<file path="config.mk">
export PLATFORM = sky130hd
export DESIGN_NAME = i2c_register_master
export DESIGN_NICKNAME = d
export VERILOG_FILES = /design/src/rtl/core/i2crm_pkg.sv /design/src/rtl/core/i2crm_seq.sv /design/src/rtl/core/i2c_register_master.sv
export SDC_FILE = /design/constraint.sdc
export NUM_CORES = 1
export LEC_CHECK = 0
export ABC_AREA = 1
export BUFFER_PORTS_ARGS = -buffer_cell sky130_fd_sc_hd__buf_2
export CORE_MARGIN = 2
export CORE_UTILIZATION = 55
export CTS_CLUSTER_SIZE = 28
export DETAILED_ROUTE_END_ITERATION = 6
export GPL_ROUTABILITY_DRIVEN = 0
export PLACE_DENSITY = 0.79
export SLEW_MARGIN = 20
export SYNTH_ARGS = -nofsm -noshare
export SYNTH_HDL_FRONTEND = slang
export SYNTH_HIERARCHICAL = 1
export SYNTH_SLANG_ARGS = --single-unit
</file>
<file path="constraint.sdc">
create_clock -name clock -period 7.2 [get_ports clock]
set_input_delay 1.44 -clock clock [delete_from_list [all_inputs] [get_ports clock]]
set_output_delay 1.44 -clock clock [all_outputs]
set_load 0.02 [all_outputs]
</file>
<file path="src/rtl/core/i2crm_pkg.sv">
`default_nettype none

package i2crm_pkg;

   localparam logic [1:0] OP_TICK  = 2'd0;
   localparam logic [1:0] OP_WRITE = 2'd1;
   localparam logic [1:0] OP_READ  = 2'd2;

   localparam logic CSR_SHORT = 1'b0;
   localparam logic CSR_LONG  = 1'b1;

   localparam logic [7:0] SHORT_RESET = 8'd1;
   localparam logic [7:0] LONG_RESET  = 8'd50;

   typedef struct packed {
      logic [1:0] opcode;
      logic [6:0] device_address;
      logic [7:0] register_address;
      logic [7:0] write_data;
      logic       sda_in;
   } i2crm_req_type;

   typedef struct packed {
      logic        scl;
      logic        sda_out;
      logic        sda_drive;
      logic        busy_res;
      logic        done_res;
      logic        nack_seen;
      logic [15:0] read_word;
   } i2crm_rsp_type;

   typedef struct packed {
      logic [7:0] short_delay_ticks;
      logic [7:0] long_delay_ticks;
   } i2crm_cfg_type;

endpackage

`default_nettype wire

</file>
<file path="src/rtl/core/i2crm_seq.sv">
`default_nettype none

module i2crm_seq
   import i2crm_pkg::*;
(
   input  wire logic          clock,
   input  wire logic          reset,
   input  wire logic          step_en,
   input  wire i2crm_req_type item,
   input  wire i2crm_cfg_type cfg,
   output i2crm_rsp_type      result
);

   typedef enum logic [4:0] {
      PH_IDLE, PH_ST0, PH_ST1, PH_ST2, PH_ST3,
      PH_B0, PH_B1, PH_B2, PH_B3, PH_BX,
      PH_A0, PH_A1, PH_A2, PH_A3,
      PH_R0, PH_R1, PH_R2, PH_R3,
      PH_M0, PH_M1,
      PH_P0, PH_P1, PH_P2, PH_P3
   } phase_type;

   typedef enum logic [1:0] {KIND_START, KIND_SEND, KIND_RECV, KIND_STOP} kind_type;

   phase_type   phase_ff, phase_in;
   logic [7:0]  delay_ff, delay_in;
   logic [3:0]  bit_ff, bit_in;
   logic [2:0]  step_ff, step_in;
   logic [7:0]  shift_ff, shift_in;
   logic [6:0]  dev_ff, dev_in;
   logic [7:0]  reg_ff, reg_in;
   logic [7:0]  data_ff, data_in;
   logic        read_ff, read_in;
   logic [15:0] word_ff, word_in;
   logic        nack_ff, nack_in;

   // state after a possible start on this tick
   phase_type   ph1;
   logic [7:0]  dc1;
   logic [3:0]  bc1;
   logic [2:0]  bs1;
   logic        start;
   logic [2:0]  cur_idx, prev_idx;
   logic        cur_bit, prev_bit;
   logic        scl, sdo, drv, busy, done;
   logic [7:0]  len;
   logic        phase_end;
   logic [2:0]  nbs;
   kind_type    nkind;
   logic [7:0]  send_val;

   always_comb begin
      start = (phase_ff == PH_IDLE) && (item.opcode == OP_WRITE || item.opcode == OP_READ);
      ph1     = phase_ff;
      dc1     = delay_ff;
      bc1     = bit_ff;
      bs1     = step_ff;
      dev_in  = dev_ff;
      reg_in  = reg_ff;
      data_in = data_ff;
      read_in = read_ff;
      nack_in = nack_ff;
      if (start) begin
         dev_in  = item.device_address;
         reg_in  = item.register_address;
         data_in = item.write_data;
         read_in = (item.opcode == OP_READ);
         nack_in = 1'b0;
         bs1     = 3'd0;
         dc1     = 8'd0;
         bc1     = 4'd0;
         ph1     = PH_ST0;
      end

      cur_idx  = 3'd7 - bc1[2:0];
      prev_idx = 3'd7 - (bc1[2:0] - 3'd1);
      cur_bit  = shift_ff[cur_idx];
      prev_bit = (bc1 != 4'd0) ? shift_ff[prev_idx] : 1'b0;

      drv = 1'b1;
      unique case (ph1)
         PH_ST0: begin scl = (bs1 == 3'd0); sdo = 1'b1; end
         PH_ST1: begin scl = 1'b1; sdo = 1'b1; end
         PH_ST2: begin scl = 1'b1; sdo = 1'b0; end
         PH_ST3: begin scl = 1'b0; sdo = 1'b0; end
         PH_B0:  begin scl = 1'b0; sdo = prev_bit; end
         PH_B1:  begin scl = 1'b0; sdo = cur_bit; end
         PH_B2, PH_B3: begin scl = 1'b1; sdo = cur_bit; end
         PH_BX:  begin scl = 1'b1; sdo = shift_ff[0]; end
         PH_A0:  begin scl = 1'b0; sdo = shift_ff[0]; end
         PH_A1, PH_A2, PH_R1, PH_R2: begin scl = 1'b1; sdo = 1'b0; drv = 1'b0; end
         PH_A3, PH_R0, PH_R3: begin scl = 1'b0; sdo = 1'b0; drv = 1'b0; end
         PH_M0, PH_P0, PH_P1: begin scl = 1'b0; sdo = 1'b0; end
         PH_M1, PH_P2: begin scl = 1'b1; sdo = 1'b0; end
         PH_P3:  begin scl = 1'b1; sdo = 1'b1; end
         default: begin scl = 1'b1; sdo = 1'b1; end
      endcase
      busy = (ph1 != PH_IDLE);

      unique case (ph1)
         PH_ST1, PH_ST3, PH_P0, PH_P1, PH_P2: len = cfg.long_delay_ticks;
         default: len = cfg.short_delay_ticks;
      endcase
      phase_end = ({1'b0, dc1} + 9'd1) >= {1'b0, len};

      nbs = bs1 + 3'd1;
      if (read_in) begin
         unique case (nbs) inside
            3'd0, 3'd3: nkind = KIND_START;
            3'd5, 3'd6: nkind = KIND_RECV;
            3'd7:       nkind = KIND_STOP;
            default:    nkind = KIND_SEND;
         endcase
      end else begin
         unique case (nbs) inside
            3'd0:    nkind = KIND_START;
            3'd4:    nkind = KIND_STOP;
            default: nkind = KIND_SEND;
         endcase
      end
      if (nbs == 3'd1) begin
         send_val = {dev_in, 1'b0};
      end else if (nbs == 3'd2) begin
         send_val = reg_in;
      end else if (read_in) begin
         send_val = {dev_in, 1'b1};
      end else begin
         send_val = data_in;
      end

      phase_in = ph1;
      delay_in = dc1;
      bit_in   = bc1;
      step_in  = bs1;
      shift_in = shift_ff;
      word_in  = word_ff;
      done     = 1'b0;
      if (busy) begin
         if (phase_end) begin
            delay_in = 8'd0;
            unique case (ph1)
               PH_ST0: phase_in = PH_ST1;
               PH_ST1: phase_in = PH_ST2;
               PH_ST2: phase_in = PH_ST3;
               PH_B0:  phase_in = PH_B1;
               PH_B1:  phase_in = PH_B2;
               PH_B2:  phase_in = PH_B3;
               PH_B3: begin
                  if (bc1 >= 4'd7) begin
                     bit_in   = 4'd7;
                     phase_in = PH_BX;
                  end else begin
                     bit_in   = bc1 + 4'd1;
                     phase_in = PH_B0;
                  end
               end
               PH_BX: phase_in = PH_A0;
               PH_A0: phase_in = PH_A1;
               PH_A1: begin
                  if (item.sda_in) begin
                     nack_in = 1'b1;
                  end
                  phase_in = PH_A2;
               end
               PH_A2: phase_in = PH_A3;
               PH_R0: phase_in = PH_R1;
               PH_R1: begin
                  shift_in = {shift_ff[6:0], item.sda_in};
                  phase_in = PH_R2;
               end
               PH_R2: begin
                  bit_in   = bc1 + 4'd1;
                  phase_in = (bc1 >= 4'd7) ? PH_R3 : PH_R0;
               end
               PH_R3: begin
                  if (bs1 == 3'd5) begin
                     word_in[7:0] = shift_ff;
                  end else begin
                     word_in[15:8] = shift_ff;
                  end
                  phase_in = PH_M0;
               end
               PH_M0: phase_in = PH_M1;
               PH_P0: phase_in = PH_P1;
               PH_P1: phase_in = PH_P2;
               PH_P2: phase_in = PH_P3;
               PH_P3: begin
                  phase_in = PH_IDLE;
                  step_in  = 3'd0;
                  bit_in   = 4'd0;
                  done     = 1'b1;
               end
               PH_ST3, PH_A3, PH_M1: begin
                  step_in = nbs;
                  bit_in  = 4'd0;
                  unique case (nkind)
                     KIND_START: phase_in = PH_ST0;
                     KIND_SEND: begin
                        shift_in = send_val;
                        phase_in = PH_B0;
                     end
                     KIND_RECV: begin
                        shift_in = 8'd0;
                        phase_in = PH_R0;
                     end
                     default: phase_in = PH_P0;
                  endcase
               end
               default: phase_in = PH_IDLE;
            endcase
         end else begin
            delay_in = dc1 + 8'd1;
         end
      end

      result.scl       = scl;
      result.sda_out   = sdo;
      result.sda_drive = drv;
      result.busy_res  = busy;
      result.done_res  = done;
      result.nack_seen = nack_in;
      result.read_word = word_in;
   end

   always_ff @(posedge clock) begin
      if (reset) begin
         phase_ff <= PH_IDLE;
         delay_ff <= 8'd0;
         bit_ff   <= 4'd0;
         step_ff  <= 3'd0;
         shift_ff <= 8'd0;
         dev_ff   <= 7'd0;
         reg_ff   <= 8'd0;
         data_ff  <= 8'd0;
         read_ff  <= 1'b0;
         word_ff  <= 16'd0;
         nack_ff  <= 1'b0;
      end else if (step_en) begin
         phase_ff <= phase_in;
         delay_ff <= delay_in;
         bit_ff   <= bit_in;
         step_ff  <= step_in;
         shift_ff <= shift_in;
         dev_ff   <= dev_in;
         reg_ff   <= reg_in;
         data_ff  <= data_in;
         read_ff  <= read_in;
         word_ff  <= word_in;
         nack_ff  <= nack_in;
      end
   end

endmodule

`default_nettype wire

</file>
<file path="src/rtl/core/i2c_register_master.sv">
// The result beat for a tick is registered and presented in the cycle after the tick is accepted.
// Throughput: one tick per cycle while rsp_ready is high; a result held with rsp_ready low
// stalls the input, and the sequencer state steps once per accepted beat.
// Reset: synchronous; bus phase idle, counters and read word cleared, short delay 1,
// long delay 50, output register empty.
`default_nettype none

module i2c_register_master
   import i2crm_pkg::*;
(
   input  wire logic          clock,
   input  wire logic          reset,
   input  wire logic          req_valid,
   output logic               req_ready,
   input  wire i2crm_req_type req_data,
   output logic               rsp_valid,
   input  wire logic          rsp_ready,
   output i2crm_rsp_type      rsp_data,
   input  wire logic          csr_valid,
   output logic               csr_ready,
   input  wire logic          csr_index,
   input  wire logic [7:0]    csr_data
);

   i2crm_cfg_type cfg_ff;
   i2crm_rsp_type step_rsp;
   i2crm_rsp_type rsp_data_ff;
   logic          rsp_valid_ff;
   logic          accept;

   assign req_ready = !rsp_valid_ff || rsp_ready;
   assign accept    = req_valid && req_ready;
   assign csr_ready = 1'b1;
   assign rsp_valid = rsp_valid_ff;
   assign rsp_data  = rsp_data_ff;

   i2crm_seq u_seq (
      .clock   (clock),
      .reset   (reset),
      .step_en (accept),
      .item    (req_data),
      .cfg     (cfg_ff),
      .result  (step_rsp)
   );

   always_ff @(posedge clock) begin
      if (reset) begin
         cfg_ff.short_delay_ticks <= SHORT_RESET;
         cfg_ff.long_delay_ticks  <= LONG_RESET;
      end else if (csr_valid && csr_ready) begin
         unique case (csr_index)
            CSR_SHORT: cfg_ff.short_delay_ticks <= csr_data;
            CSR_LONG:  cfg_ff.long_delay_ticks  <= csr_data;
            default:   cfg_ff.long_delay_ticks  <= csr_data;
         endcase
      end
   end

   always_ff @(posedge clock) begin
      if (reset) begin
         rsp_valid_ff <= 1'b0;
      end else if (accept) begin
         rsp_valid_ff <= 1'b1;
      end else if (rsp_ready) begin
         rsp_valid_ff <= 1'b0;
      end
   end

   always_ff @(posedge clock) begin
      if (accept) begin
         rsp_data_ff <= step_rsp;
      end
   end

   a_accept_fills : assert property (@(posedge clock) disable iff (reset)
      accept |=> rsp_valid_ff)
      else $error("accepted beat did not reach the output register");

   a_stall_only_full : assert property (@(posedge clock) disable iff (reset)
      !req_ready |-> (rsp_valid_ff && !rsp_ready))
      else $error("input stalled with room in the output register");

   a_released_low : assert property (@(posedge clock) disable iff (reset)
      (rsp_valid_ff && !rsp_data_ff.sda_drive) |-> !rsp_data_ff.sda_out)
      else $error("sda_out high while SDA released");

   a_done_busy : assert property (@(posedge clock) disable iff (reset)
      (rsp_valid_ff && rsp_data_ff.done_res) |-> rsp_data_ff.busy_res)
      else $error("done without busy");

endmodule

`default_nettype wire
</file>
-- Word level (Yosys, flattened, before mapping)
Cells that the tools add are included.
- register bits after elaboration: 108
- bits of input ports: 40
- output and inout port bits: 25
- logic and storage cells: 149
- add/subtract/negate cells: 7
- magnitude comparators: 4
- equality and inequality tests: 36
- muxes and demuxes: 53
- bitwise gates (word level): 1
- reductions and logical operators: 27
- operator list (cell ; count):
    $pmux 5 s20 ; 1
    $mux 8 ; 11
    $mux 16 ; 3
    $eq 5x4->1 const B ; 8
    $eq 5x5->1 const B ; 8
    $pmux 8 s2 ; 2
    $eq 5x3->1 const B ; 4
    $mux 4 ; 5
    $mux 5 ; 4
    $eq 3x3->1 const B ; 5
    $pmux 5 s3 ; 1
    $reduce_or 14->1 ; 1
    $mux 1 ; 13
    $pmux 4 s3 ; 1
    $eq 5x2->1 const B ; 2
    $reduce_or 10->1 ; 1
    $add 8x1->9 const B ; 1
    $ge 9x8->1 ; 1
    $mux 3 ; 3
    $add 8x1->8 const B ; 1
    $lt 3x4->1 const B ; 2
    $mux 7 ; 1
    $reduce_or 7->1 ; 1
    $bmux 1 s3 ; 2
    other kinds (33) ; 46

-- Depth between registers and ports, before layout
- word-level depth: 14
- depth in mapped cells: 25
- gate-level depth less buffers: 23

-- Cells and area by module
Netlist, hierarchy kept.
- modules (own cells, without submodules) (module ; times used ; cells an instance ; area an instance (µm²) ; sequential area each (µm²)):
    i2crm_seq ; 1 ; 918 ; 5642.9 ; 1381.3
    i2c_register_master ; 1 ; 116 ; 1350.0 ; 1001.0

-- Worst setup path before layout
No wires, ideal clock.
- kind: input to register
- from: in req_data[24] in the netlist's numbering
- to: reg rsp_data_ff (netlist bit rsp_data[16]), data pin
- setup time: 251 ps
- arrival time: 4549 ps
- data required time: 6949 ps
- setup slack: 2400 ps
- cell stages on the path: 24
- path buffers: 5
- path through: inv_1 > ha_1 > nor2_2 > nand3_4 > buf_8 > buf_8 > buf_6 > nand2_1 > inv_1 > ha_1 > nand3_1 > nor2_2 > xor2_1 > ha_1 > a21oi_1 > o21ai_0 > o21bai_1 > nand2_1 > nand2_1 > nand3_4 > buf_4 > nand2_1 > o21ai_2 > buf_4
- cells in the longest elaborated chain, start to end: 10
- elaborated cells between the ends (all ways): 22
- those cells by class: 1 x add/sub; 1 x order compare; 8 x eq/ne; 8 x mux; 4 x reduce/logical
- ends and longest elaborated chain (element ; RTL line ; RTL):
    from (decl) ; i2c_register_master.sv:15 ; input wire i2crm_req_type req_data,
    $eq 2x1->1 or $eq 2x2->1 (tied branches) ; i2crm_seq.sv:53 ; start = (phase_ff == PH_IDLE) && (item.opcode == OP_WRITE || item.opcode == OP_READ);
    $logic_or 1x1->1 * ; i2crm_seq.sv:53 ;
    $logic_and 1x1->1 * ; i2crm_seq.sv:53 ;
    parallel branches: the longest is 6 deep, another holds $add 8x1->9 ; -- ;
    $mux 1 * ; i2crm_seq.sv:138 ; if (busy) begin
    via u_seq.nack_in ; i2crm_seq.sv:35 ; logic nack_ff, nack_in;
    to (signal assigned) ; i2c_register_master.sv:71 ; rsp_data_ff <= step_rsp;
    to (decl) ; i2c_register_master.sv:27 ; i2crm_rsp_type rsp_data_ff;
Mark *: on every way through the listed nets, which the timed path passes.
A chain may end at the register's enable or synchronous reset.

-- Worst setup path in the final report
- from: in req_data[24] in the netlist's numbering
- to: reg u_seq.shift_ff[2]
- cells in the longest elaborated chain, start to end: 12
- elaborated cells between the ends (all ways): 49
- those cells by class: 2 x add/sub; 1 x order compare; 20 x eq/ne; 16 x mux; 10 x reduce/logical
- ends and longest elaborated chain (element ; RTL line ; RTL):
    $eq 2x1->1 or $eq 2x2->1 (tied branches) ; i2crm_seq.sv:53, i2crm_seq.sv:67 ;
    $logic_or 1x1->1 ; i2crm_seq.sv:53 ;
    $logic_and 1x1->1 ; i2crm_seq.sv:53 ;
    $mux 3 ; i2crm_seq.sv:63 ; if (start) begin
    $add 3x1->3 ; i2crm_seq.sv:106 ; nbs = bs1 + 3'd1;
    $eq 3x3->1 (no line), or another cell as far along ; -- ;
    $reduce_or 2->1 ; i2crm_seq.sv:108 ; unique case (nbs) inside
    $pmux 2 s3 ; i2crm_seq.sv:108 ;
    $mux 2 ; i2crm_seq.sv:107 ; if (read_in) begin
    $eq 2x2->1 or $eq 2x1->1 (tied branches) ; i2crm_seq.sv:196 ; unique case (nkind)
    $pmux 8 s2 or $ne 3x1->1 (tied branches) ; -- ;
    $pmux 8 s2 or $reduce_and 5->1 (tied branches) ; -- ;
    to (signal assigned) ; i2crm_seq.sv:243 ; shift_ff <= shift_in;
    to (decl) ; i2crm_seq.sv:29 ; logic [7:0] shift_ff, shift_in;
Parallel ways exist; a longest one is shown, timed or not.

==> impl_metrics.toml <==
[hold_path]
hold_class = "register to register"

[clock_tree]
cts.clk_slew.worst_paths_ns = 0.08
cts_buffers = 9
cts_setup_buffers = 0
clkSinkCount = 108
clock_latency_ns = 0.36
cts_buffer_depth = 2
h-tree-depth = 3
post_cts_resize_count = 0
cts_hold_buf = 0
cts_tree = "done"
cts_root_buf = "clkbuf_16"

[worst_setup_path]
path_class = "primary input to register"
r2r-end = "u_seq/shift_ff[2]"
ff2ff_path_depth = 19
crit_start = "req_data[24]"
endpoint_kind = "register"
worstSetupEndpoint = "u_seq/shift_ff[2]"
critical_path_peak_fanout = 53
r2r-start = "u_seq/phase_ff[4]"
arrival_ns = 5.80
required_ns = 7.46
regToRegSetupSlack_ns = 2.38
crit_path_start_kind = "primary input"

[global_routing]
grt_max_degree = 82
grt_pass1_wl_um = 26400
grt_overflow = 0
grt_usage_pct = 24.3
grt_pass1_vias = 5632
antenna_found_initial = 0

[placement]
port_buffers = 63
detailedPlace.worstSlack_ns = 1.41
dp_hpwl_um = 10800

[synth]
ys_seq_elements = 108
yosysTopAreaCellShare_pct = 24.6
ys_seq_area_share_pct = 34.1
synth_cell_types = 50
synth_area_um2 = 6990
synth_cells = 1034
synth.largest_area_cell = "dfxtp_1"
avgSynthCellArea_um2 = 6.76
ys_top_cells_by_area = "dfxtp_1 25%, nand2_1 13%, edfxtp_1 9.4%, o21ai_0 7.7%, inv_1 7.4%"
synthesis.nets = 1093
yosys_warnings = 6

[timing]
fmax_mhz = 180
rsz0062_at_grt = "no"
slew_viol_final = 0
finClkSkew_ns = 0.00969
fin_setup_tns_ns = 0
slew_headroom_pct = 46.9
hold_viol_final = 0
final.period_utilization_pct = 77.0
fin_ws_ns = 1.66
period_needed_ns = 5.54
tightest_slew_ns = 0.797
setup_viol = 0
fin_hold_ws_ns = 0.469

[status]
outcome = "finished, final reports clean"

[layout]
fin_nets = 1117
seq_area_um2 = 2380
final_common_cell = "nand2_1"
drive_gt1_share_pct = 13.5
area_growth_pct = 8.14
multi_input_area_um2 = 3720
mostFrequentLayoutCells = "243 x nand2_1, 137 x inv_1, 108 x o21ai_0"
diodes = 0
final_util_pct = 60.4
fillCellCount = 1194

[pwr]
intPower_mw = 1.14
clkPwrFrac_pct = 30.1
powerDensity_nw_per_um2 = 237
swShare_pct = 36.3
power_frac_comb_pct = 30.4
p_leak_nw = 3.71
ir_worst_vdd_uv = 170
switchingPower_mw = 0.651
seq_power_share_pct = 39.5

[detailed_routing]
dr_wl_met2_um = 7410
wl_per_cell_um = 12.9
drtIter0Drc = 592
viasPerCell = 5.30
dr.pass1.iters = 7
vias = 6542
wirelength_um = 16000
top_layer_used = "met4"
drc = 0
wl_met1_um = 7440
ant_nets = 0
wl_met3_um = 924

[floorplan]
die_h_um = 117
placementRows = 41
coreArea_um2 = 12500
start_util_pct = 55.9
dieWidth_um = 117
dieArea_um2 = 13600
num_io_pins = 65

[run]
max_cap_viol_count = 0
[state kept, by name, indices dropped and copies added, names as in the netlist]
register and flops:
u_seq/delay_ff 8, u_seq/nack_ff 1, rsp_data 22, u_seq/shift_ff 8, rsp_valid 1, u_seq/read_ff 1
cfg_ff 16, u_seq/dev_ff 7, u_seq/step_ff 3, u_seq/data_ff 8, u_seq/bit_ff 4, u_seq/phase_ff 5
u_seq/reg_ff 8, u_seq/word_ff 16
[cells in the mapped netlist, drive strengths merged]
master	instances
a21oi	75
a31o	1
a31oi	4
buf	35
clkbuf	18
clkinv	3
conb	1
dfxtp	86
edfxtp	22
ha	19
inv	149
mux2	1
mux2i	11
nand2	255
nand3	54
nand3b	2
nand4	14
nor2	91
nor3	8
nor4	1
o2111ai	2
o211ai	9
o21ai	158
o21bai	1
o221ai	3
o22ai	1
o31ai	1
o32ai	1
or2	3
xnor2	1
xor2	4
[power by group through the flow]
stage / clock network (mW) / logic, mW / registers (mW)
after floorplan: 0 / 0.439 / 0.744
after global placement: 0 / 0.527 / 0.721
after detailed placement: 0 / 0.535 / 0.722
after CTS: 0.550 / 0.540 / 0.708
after global routing: 0.573 / 0.614 / 0.716
final: 0.539 / 0.545 / 0.708
[worst max-delay path: stages]
cell	delay, ns
buf_2	0.07
inv_1	0.03
ha_1	0.30
nor2_2	0.16
nand3_4	0.43
nand2_1	0.28
inv_1	0.11
ha_1	0.21
nand3_1	0.10
nor2_2	0.09
xor2_1	0.17
ha_1	0.35
a21oi_1	0.14
o21ai_0	0.09
o21bai_1	0.12
nand2_1	0.06
nand2_1	0.22
nand3_4	0.57
nand2_2	0.43
inv_2	0.12
o21ai_0	0.19
a21oi_1	0.06
[worst min path at each step]
stage                          start                to  slack (ns)  depth (start not counted)
finish              u_seq/step_ff[0]  u_seq/step_ff[0]        0.47                          2
global route         u_seq/bit_ff[3]   u_seq/bit_ff[3]        0.50                          2
CTS                 u_seq/step_ff[0]  u_seq/step_ff[0]        0.47                          2
detailed placement  u_seq/step_ff[0]  u_seq/step_ff[0]        0.46                          2
floorplan                  cfg_ff[1]         cfg_ff[1]        0.44                          2
global placement    u_seq/step_ff[0]  u_seq/step_ff[0]        0.45                          2
[through the flow]
step	cells	cell area, um^2	total power [mW]
detailed placement	1219	7230	1.26
floorplan	1034	6990	1.18
finish	1235	7560	1.79
CTS	1235	7560	1.80
global route	1235	7560	1.90
global placement	1219	7230	1.25
[routing by layer]
layer / vias up / GRT usage, %
li1: 3413 / -
met1: 2918 / 33.2
met2: 195 / 39.4
met3: 16 / 4.98
met4: 0 / 6.04
met5: - / 0
[cell type report]
cell class / count / share of cell area (%)
clock buffer: 10 / 3.31
clock inverter: 6 / 1.03
inverter: 152 / 7.61
multi-input combinational: 721 / 49.2
sequential: 108 / 31.5
tap: 172 / 2.85
timing repair buffer: 66 / 4.47
[kinds of logic after synthesis]
| group | count (synthesis) | share of synthesized area [%] |
|---|---|---|
| DFF | 108 | 34.1 |
| adders and majority gates | 19 | 3.40 |
| muxes | 12 | 1.74 |
| and+or+nand+nor | 428 | 27.0 |
| buffers and inverters | 205 | 12.8 |
| other | 1 | 0.0536 |
| xor gates and xnor gates | 5 | 0.626 |
| AOI/OAI and AO/OA | 256 | 20.3 |
Note: power is estimated with default switching activity, not from simulation.
